==> src/hw/rtl/assert_macros.svh <==
// ----------------------------------------------------------------------------
// Assertion macros
// Concurrent assertion wrappers; empty when SYNTH is defined.
// ----------------------------------------------------------------------------
`ifndef ASSERT_MACROS_SVH
`define ASSERT_MACROS_SVH
`ifndef SYNTH
`define BBE_ASSERT_IMPL(label, clk, rst_n, ante, cons) \
    label: assert property (@(posedge clk) disable iff (!(rst_n)) (ante) |-> (cons)) \
        else $error("assertion failed");
`define BBE_ASSERT_NEXT(label, clk, rst_n, ante, cons) \
    label: assert property (@(posedge clk) disable iff (!(rst_n)) (ante) |=> (cons)) \
        else $error("assertion failed");
`else
`define BBE_ASSERT_IMPL(label, clk, rst_n, ante, cons)
`define BBE_ASSERT_NEXT(label, clk, rst_n, ante, cons)
`endif
`endif

==> src/hw/rtl/bbe_pkg.sv <==
// ----------------------------------------------------------------------------
// bbe_pkg
// Shared types, constants and the reciprocal table of the edge-aware box blur.
// ----------------------------------------------------------------------------
`default_nettype none

package bbe_pkg;

    localparam int MAX_WIDTH_DEF = 1024;

    localparam int FW_W = 11;
    localparam int FH_W = 16;
    localparam int APB_AW = 3;
    localparam int APB_DW = 32;

    localparam logic [FW_W-1:0] FW_RESET = 11'd1024;
    localparam logic [FH_W-1:0] FH_RESET = 16'd768;

    localparam logic CFG_WIDTH  = 1'b0;
    localparam logic CFG_HEIGHT = 1'b1;

    localparam logic KIND_PIXEL = 1'b0;
    localparam logic KIND_DRAIN = 1'b1;

    localparam int LANES = 3;
    localparam int BANKS = 4;

    localparam int SUM_W = 12;
    localparam int CNT_W = 4;
    localparam int RECIP_W = 17;
    localparam int RECIP_SHIFT = 16;
    localparam int PROD_W = SUM_W + RECIP_W;

    typedef struct packed {
        logic [7:0] red;
        logic [7:0] green;
        logic [7:0] blue;
    } t_pix;

    typedef struct packed {
        logic       kind;
        logic [7:0] red_in;
        logic [7:0] green_in;
        logic [7:0] blue_in;
    } t_in_item;

    typedef struct packed {
        logic [7:0] red_out;
        logic [7:0] green_out;
        logic [7:0] blue_out;
        logic       frame_last;
    } t_out_item;

    typedef struct packed {
        logic clear;
        logic acc;
        logic div;
    } t_merge_ctl;

    function automatic logic [RECIP_W-1:0] f_recip(input logic [CNT_W-1:0] d);
        logic [RECIP_W-1:0] m;
        case (d)
            4'd2:    m = 17'd32768;
            4'd3:    m = 17'd21846;
            4'd4:    m = 17'd16384;
            4'd5:    m = 17'd13108;
            4'd6:    m = 17'd10923;
            4'd7:    m = 17'd9363;
            4'd8:    m = 17'd8192;
            4'd9:    m = 17'd7282;
            default: m = 17'd65536;
        endcase
        return m;
    endfunction

endpackage

`default_nettype wire

==> src/hw/rtl/bbe_lane.sv <==
// ----------------------------------------------------------------------------
// bbe_lane
// One neighborhood row: pick the row bank and mask pixels outside the frame.
// ----------------------------------------------------------------------------
`default_nettype none

module bbe_lane (
    input  wire bbe_pkg::t_pix i_bank [bbe_pkg::BANKS],
    input  wire logic [1:0]    i_sel,
    input  wire logic          i_ok,
    output bbe_pkg::t_pix      o_pix,
    output logic               o_ok
);

    always_comb begin
        o_ok  = i_ok;
        o_pix = i_ok ? i_bank[i_sel] : '0;
    end

endmodule

`default_nettype wire

==> config.mk <==
export PLATFORM = sky130hd
export DESIGN_NAME = bbe_lane
export DESIGN_NICKNAME = d
export VERILOG_FILES = /design/src/hw/rtl/assert_macros.svh /design/src/hw/rtl/bbe_pkg.sv /design/src/hw/rtl/bbe_lane.sv
export SDC_FILE = /design/constraint.sdc
export NUM_CORES = 1
export LEC_CHECK = 0
export ABC_AREA = 1
export BUFFER_PORTS_ARGS = -buffer_cell sky130_fd_sc_hd__buf_2
export CORE_UTILIZATION = 40
export DETAILED_ROUTE_END_ITERATION = 16
export PLACE_DENSITY_LB_ADDON = 0.1
export SYNTH_ARGS = -nofsm -noshare
export SYNTH_HDL_FRONTEND = slang
export SYNTH_SLANG_ARGS = --single-unit
==> constraint.sdc <==
create_clock -name vclk -period 2.2
set_clock_uncertainty 0.05 [all_clocks]
set_input_delay 0.22 -clock vclk [all_inputs]
set_output_delay 0.22 -clock vclk [all_outputs]
set_load 0.02 [all_outputs]
* After elaboration in Yosys (flattened, before gate mapping) *
Index checks and enable logic that the tools add are counted.

cells by class
  order comparisons = 1
  multiplexer cells = 4
  bitwise gates (word level) = 1

operators by type and width
  operator              count
  $mux W24              3
  $bmux W24 S2          1
  $ge A3 B3 Y1 const B  1
  $not A2 Y3            1

storage, ports and cells
  logic and storage cells = 6
  bits of input ports = 99
  output and inout bits = 25
  register bits = 0

* Longest topological paths before layout *
Gate-level depths: netlist of run 1.

  word-level depth = 5
  gate-level depth with buffers = 6
  gate-level depth less buffers = 4

* Worst setup path before layout of run 1 *
Ideal clock, no wire load.

  path type = input -> output
  start point = input port i_sel[1]
  end point = output port o_pix[10] (netlist name)
  cell stages on the path = 4
  data arrival time = 1.097 ns
  buffers on the path = 2
  data required time = 1.930 ns
  setup slack = 0.833 ns
  path through = buf_2 -> clkbuf_1 -> nand3_1 -> a21oi_1

RTL lines
  what             line            source
  start, declared  bbe_lane.sv:9   input wire logic [1:0] i_sel,
  end, declared    bbe_lane.sv:11  output bbe_pkg::t_pix o_pix,

==> run_results.csv, run 1 <==
group,metric,value,unit
min_path,hold_start,"i_ok",
die,die_area,3190,sq um
critical_path,slowest_stage,"buf_4",
flow_run,maxCapViolations,0,
detailed_routing,drtPass1Iterations,7,
final_layout,seq_cells,0,
critical_path,startpoint,"i_sel[0]",
timing,relSlewSlack,69.5,%
critical_path,cp-start-kind,"primary input",
global_routing,track_usage,21.5,%
critical_path,crit_end,"o_pix[16]",
placed_design,place_worst_setup_slack,0.716,ns
final_layout,fillers,300,
yosys,synthCells,285,
detailed_routing,viasPerCell,4.34,
power,p_per_area,187,nW/um^2
power,cellLeakagePower,1.40,nW
timing,fin_tns_setup,0,ns
placed_design,gp_congestion,0.825,
critical_path,critical_path_class,"in2out",
yosys,yosysWarnings,0,
clocking,post_cts_buffers,0,
yosys,netlist.top_cell.by_area,"inv_1",
global_routing,grt_max_degree,49,
yosys,ys_seq_area_share,0,%
yosys,synth.area.top_cells,"inv_1 (31%), nand2_1 (30%), nand3_1 (20%)",
critical_path,end_kind,"output port",
final_layout,final_nets,497,
detailed_routing,dr_total_vias,1852,
yosys,synth_most_common_cell,"inv_1",
yosys,synth_top_cell_area_share,30.6,%
yosys,synth_fp_nets,384,
global_routing,grt_antenna_before_repair,0,
power,p_total,0.335,mW
clocking,cts_resized,0,
yosys,synthDistinctLibCells,9,
timing,drv_slew,0,
die,initial_utilization,42.7,%
detailed_routing,drc_errors,0,
detailed_routing,wl_per_cell,8.41,um
die,coreArea,2780,sq um
yosys,postSynthAreaPerCell,4.17,sq um
placed_design,place_hpwl,2670,um
final_layout,clkbuf_count,0,
critical_path,worst_ep_arrival_time,1.20,ns
critical_path,cp.depth,7,
min_path,hold_path_class,"in2out",
final_layout,num_antenna_cells,0,
timing,setup_ws,0.726,ns
timing,finalCriticalPeriod,1.47,ns
yosys,synth_common_cells,"inv_1 (97), nand2_1 (96), nand3_1 (48), a21oi_1 (24), buf_2 (8)",
clocking,cts_hold_buf,0,
critical_path,max_stage_delay,0.27,ns
detailed_routing,wl,3590,um
critical_path,crit_path_frequent_cell,"buf_2",
detailed_routing,drt_iter0_markers,104,
timing,hold_viol,0,
placed_design,portBuffers,124,
timing,whs,0.624,ns
timing,fmax,678,MHz
die,pin_count,124,
final_layout,drive_above_1_share,33.1,%
die,dieHeight,56.5,um
global_routing,overflow,0,
timing,tightest_slew,0.457,ns
die,die_w,56.5,um
die,row_count,19,
critical_path,crit_buf_inv,4,
timing,finalCritPeriodShare,67.0,%
yosys,synth_area,1190,sq um
final_layout,area_delta_synth_final,50.5,%
global_routing,grt_pass1_vias,1548,
final_layout,seq_area,0,sq um
global_routing,grt_pass1_wl,5930,um
critical_path,cp.required,1.93,ns
power,max-vdd-ir-drop,0.139,mV
critical_path,path_cells,"buf_2, inv_2, buf_4, nand2_1, nand3_1, a21oi_1, buf_2",
timing,final-setup-viol-count,0,
status,status,"completed",
detailed_routing,antenna_left,0,
timing,rsz0062_at_grt,"no",
critical_path,crit_path_max_fanout,19,
critical_path,path_delay_family,"buffers and inverters",
-- cells in the final DEF, fill, tap and decap left out --
| master | instances |
|---|---|
| a21oi_1 | 24 |
| buf_2 | 124 |
| buf_4 | 5 |
| inv_1 | 97 |
| inv_2 | 2 |
| nand2_1 | 96 |
| nand3_1 | 48 |
-- per-layer routing --
metal	vias up	share of wire, %	global-route usage, %
li1	1034	-	-
met1	733	44	27.0
met2	81	48	41.0
met3	4	7.1	0.461
met4	0	0.86	3.14
met5	-	0	0
-- through the flow --
step / util (%) / std cells / instance area (sq um)
after floorplan: - / 285 / 1190
after global placement: 64.3 / 427 / 1790
after global routing: 64.3 / 427 / 1790
final: 64.3 / 427 / 1790
after CTS: 64.3 / 427 / 1790
after detailed placement: 64.3 / 427 / 1790
-- worst min path at each step --
stage	to	cells after the start	slack, ns
finish	o_ok	2	0.62
global route	o_ok	2	0.63
CTS	o_ok	2	0.63
detailed placement	o_ok	2	0.62
global placement	o_ok	2	0.62
floorplan	o_ok	1	0.50
-- area by class of cell --
type,count,area (sq um),share of cell area [%]
inverter,99,372,20.8
tap,31,38.8,2.17
multi-input combinational,168,721,40.3
timing repair buffer,129,658,36.8
-- cell families (layout without fill, tap and decap cells) --
group,Yosys count,after routing,share of synthesized area (%)
simple gates,144,144,50.5
compound gates,24,24,10.1
buf+inv,117,228,39.4
-- where the power goes --
| part | total [mW] | internal [mW] | switching [mW] |
|---|---|---|---|
| combinational | 0.335 | 0.148 | 0.187 |
| sequential | 0 | 0 | 0 |
| clock | 0 | 0 | 0 |
Power figures use the tool's default switching activity.
==> run 2: changes to the inputs <==
--- a/config.mk
+++ b/config.mk
@@ -7,7 +7,7 @@
 export LEC_CHECK = 0
 export ABC_AREA = 1
 export BUFFER_PORTS_ARGS = -buffer_cell sky130_fd_sc_hd__buf_2
-export CORE_UTILIZATION = 40
+export CORE_UTILIZATION = 34
 export DETAILED_ROUTE_END_ITERATION = 16
 export PLACE_DENSITY_LB_ADDON = 0.1
 export SYNTH_ARGS = -nofsm -noshare
==> constraint.sdc (replaced) <==
create_clock -name vclk -period 1.3
set_clock_uncertainty 0.05 [all_clocks]
set_input_delay 0.13 -clock vclk [all_inputs]
set_output_delay 0.13 -clock vclk [all_outputs]
set_load 0.02 [all_outputs]
==> run 2 against run 1 <==
  * Sequential share of layout area unchanged
  * Critical path depth down 1
  * Largest cell class unchanged
  * Die area up 17%
  * Final cell count up 4.7%
==> run_results.csv, run 2 (synthesis results as in run 1) <==
group,metric,value,unit
detailed_routing,drtPass1Iterations,4,
power,power_frac_clock,0,%
final_layout,multi_input_area,721,sq um
detailed_routing,drt_iter0_markers,96,
timing,fin_tns_setup,0,ns
detailed_routing,dr_total_vias,1857,
critical_path,worst_ep_arrival_time,0.99,ns
status,status,"completed",
global_routing,overflow,0,
final_layout,final_cells,447,
detailed_routing,antenna_left,0,
timing,setup_ws,0.133,ns
final_layout,final_util,56.1,%
timing,relSlewSlack,82.1,%
final_layout,seq_cells,0,
final_layout,area_delta_synth_final,57.4,%
die,die_area,3740,sq um
final_layout,layout_common_cells,"buf_2 (124), inv_1 (97), nand2_1 (96), nand3_1 (48), a21oi_1 (24)",
die,row_count,21,
min_path,hold_path_class,"in2out",
placed_design,place_hpwl,2950,um
critical_path,path_cells,"buf_2, buf_4, nand2_1, nand3_1, a21oi_1, buf_2",
global_routing,track_usage,18.8,%
timing,drv_slew,0,
detailed_routing,drc_errors,0,
final_layout,final_nets,502,
die,coreArea,3340,sq um
clocking,cts_hold_buf,0,
timing,rsz0062_at_grt,"no",
global_routing,grt_max_degree,29,
detailed_routing,wl_per_cell,8.30,um
timing,final-setup-viol-count,0,
detailed_routing,wl,3710,um
global_routing,grt_pass1_wl,5640,um
critical_path,path_delay_family,"buffers and inverters",
timing,whs,0.451,ns
final_layout,seq_area,0,sq um
critical_path,crit_buf_inv,3,
detailed_routing,viasPerCell,4.15,
timing,fmax,857,MHz
placed_design,gp_congestion,0.800,
clocking,cts_resized,0,
critical_path,max_stage_delay,0.22,ns
flow_run,maxCapViolations,0,
power,switching_share,54.4,%
global_routing,grt_antenna_before_repair,0,
critical_path,slowest_stage,"buf_4",
power,power_frac_seq,0,%
critical_path,crit_path_max_fanout,28,
power,p_switching,0.321,mW
critical_path,cp.required,1.12,ns
final_layout,clkbuf_count,0,
placed_design,portBuffers,124,
timing,finalCriticalPeriod,1.17,ns
die,initial_utilization,35.6,%
critical_path,end_kind,"output port",
critical_path,critical_path_class,"in2out",
final_layout,drive_above_1_share,33.9,%
final_layout,layout_commonest_cell,"buf_2",
power,p_comb_share,100.0,%
final_layout,num_antenna_cells,0,
power,power.internal,0.269,mW
power,cellLeakagePower,1.44,nW
die,dieHeight,61.1,um
power,p_per_area,315,nW/um^2
clocking,post_cts_buffers,0,
timing,hold_viol,0,
placed_design,placed_cells,447,
global_routing,grt_pass1_vias,1394,
die,pin_count,124,
die,die_w,61.1,um
final_layout,fillers,398,
critical_path,cp-start-kind,"primary input",
timing,tightest_slew,0.269,ns
critical_path,crit_path_frequent_cell,"buf_2",
timing,finalCritPeriodShare,89.8,%
power,max-vdd-ir-drop,0.142,mV
placed_design,place_worst_setup_slack,0.134,ns
run 2: cell types whose count changed in the layout (fill, tap and decap cells not counted), sizes merged:
cell	change
buf	+5
run 2: area by class of cell:
class              instances  area share, %
multi-input cells        168           38.5
repair buffers           134           38.5
inverters                 99           19.9
well taps                 46           3.08
run 2: through the flow:
stage / total power [mW] / instance area (sq um)
2_1_floorplan: 0.345 / 1190
3_3_place_gp: 0.593 / 1870
3_5_place_dp: 0.593 / 1870
4_1_cts: 0.596 / 1870
5_1_grt: 0.671 / 1870
6_report: 0.590 / 1870
run 2: power by group through the flow:
| stage | combinational [mW] | sequential, mW | clock (mW) |
|---|---|---|---|
| global placement | 0.593 | 0 | 0 |
| CTS | 0.596 | 0 | 0 |
| detailed placement | 0.593 | 0 | 0 |
| floorplan | 0.345 | 0 | 0 |
| global route | 0.671 | 0 | 0 |
| finish | 0.590 | 0 | 0 |
run 2: final timing paths:
path                  from  endpoint  slack [ns]  cells after the start
setup / recovery  i_sel[0]  o_pix[3]        0.13                      6
hold / removal        i_ok      o_ok        0.45                      2
run 2: routing by layer:
metal  part of all wire (%)  track usage (%)  vias up  wire (um)
li1                       -                -     1044          -
met1                     47             24.7      752       1730
met2                     47             35.2       59       1730
met3                    6.3             1.05        2        232
met4                   0.51            0.974        0         19
met5                      0                0        -          0
==> run 3: changes to the inputs <==
--- a/config.mk
+++ b/config.mk
@@ -7,6 +7,7 @@
 export LEC_CHECK = 0
 export ABC_AREA = 1
 export BUFFER_PORTS_ARGS = -buffer_cell sky130_fd_sc_hd__buf_2
+export CORE_MARGIN = 5
 export CORE_UTILIZATION = 34
 export DETAILED_ROUTE_END_ITERATION = 16
 export PLACE_DENSITY_LB_ADDON = 0.1
==> run 3 against run 2 <==
  * Clock-buffer cell count unchanged
  * Global-route usage fell by 2.0 points
  * Final cell count decreased by 1.1%
  * Routed wire length rose by 15%
  * Sequential share of layout area is the same
  * Non-clock buffer count is 5 lower
  * Largest cell class unchanged
==> run_results.csv, run 3 (synthesis results as in run 1) <==
group,metric,value,unit
detailed_routing,dr_total_vias,1845,
final_layout,seq_area,0,sq um
die,row_count,21,
placed_design,placed_cells,442,
die,initial_utilization,35.3,%
flow_run,maxCapViolations,0,
timing,fmax,857,MHz
critical_path,cp.required,1.12,ns
final_layout,clkbuf_count,0,
placed_design,place_hpwl,3300,um
die,die_w,69.1,um
power,p_total,0.585,mW
placed_design,portBuffers,124,
timing,relSlewSlack,78.4,%
critical_path,crit_path_max_fanout,48,
detailed_routing,viasPerCell,4.17,
final_layout,final_nets,497,
detailed_routing,wl,4280,um
final_layout,seq_cells,0,
timing,drv_slew,0,
timing,hold_viol,0,
critical_path,end_kind,"output port",
final_layout,final_cells,442,
die,die_area,4780,sq um
final_layout,layout_commonest_cell,"buf_2",
final_layout,drive_above_1_share,33.1,%
detailed_routing,drtPass1Iterations,4,
min_path,hold_path_class,"in2out",
critical_path,crit_path_frequent_cell,"buf_2",
global_routing,grt_pass1_vias,1738,
timing,final-setup-viol-count,0,
die,dieHeight,69.1,um
placed_design,gp_congestion,0.781,
timing,whs,0.445,ns
critical_path,crit_buf_inv,3,
clocking,post_cts_buffers,0,
critical_path,cp-start-kind,"primary input",
die,pin_count,124,
timing,finalCritPeriodShare,89.8,%
final_layout,layout_common_cells,"buf_2 (124), inv_1 (97), nand2_1 (96), nand3_1 (48), a21oi_1 (24)",
detailed_routing,wl_per_cell,9.68,um
timing,tightest_slew,0.324,ns
critical_path,slowest_stage,"buf_8",
timing,finalCriticalPeriod,1.17,ns
status,status,"completed",
power,cellLeakagePower,1.42,nW
critical_path,path_cells,"buf_2, buf_8, nand2_1, nand3_1, a21oi_1, buf_2",
detailed_routing,drt_iter0_markers,61,
timing,rsz0062_at_grt,"no",
critical_path,path_delay_family,"buffers and inverters",
global_routing,grt_pass1_wl,7220,um
final_layout,area_delta_synth_final,55.3,%
global_routing,track_usage,16.8,%
critical_path,max_stage_delay,0.28,ns
final_layout,fillers,421,
critical_path,worst_ep_arrival_time,0.99,ns
clocking,cts_hold_buf,0,
critical_path,critical_path_class,"in2out",
global_routing,overflow,0,
die,coreArea,3360,sq um
power,max-vdd-ir-drop,0.134,mV
global_routing,grt_max_degree,49,
detailed_routing,antenna_left,0,
detailed_routing,drc_errors,0,
global_routing,grt_antenna_before_repair,0,
final_layout,num_antenna_cells,0,
timing,fin_tns_setup,0,ns
power,p_per_area,317,nW/um^2
## run 3: changes by cell type in the layout (fill, tap and decap cells not counted), sizes merged
cell	delta
buf	-5
## run 3: cell type report
class	count	area (sq um)	area share, %
multi-input combinational	168	721	39.1
timing repair buffer	129	691	37.4
inverter	99	377	20.4
tap	46	57.6	3.12
## run 3: path summary, 6_finish.rpt
kind | slack (ns) | startpoint | depth (start not counted) | endpoint
worst max-delay path | 0.13 | i_sel[0] | 6 | o_pix[17]
worst min-delay path | 0.44 | i_ok | 2 | o_ok
## run 3: report_power, final
group	leakage (nW)	internal (mW)	total, mW	switching, mW
Combinational	1.42	0.261	0.585	0.324
Sequential	0	0	0	0
Clock	0	0	0	0
## run 3: per-stage QoR
step	cell area (sq um)	utilization (%)	setup WS, ns
after floorplan	1190	-	0.113
after CTS	1840	54.7	0.103
after global placement	1830	54.5	-0.118
after detailed placement	1830	54.5	-0.115
final	1850	54.9	0.133
after global routing	1850	54.9	0.0359
## run 3: what timing repair did
action                     4_1_cts  5_1_grt
hold endpoints to repair         0        0
setup endpoints to repair       24        9
gates resized for setup          2        3
## run 3: per-layer routing
layer  global-route usage [%]  share of wire, %
met5                        0                 0
met4                    0.868              0.33
met1                     18.4                41
met3                     3.49               8.2
met2                     33.8                50
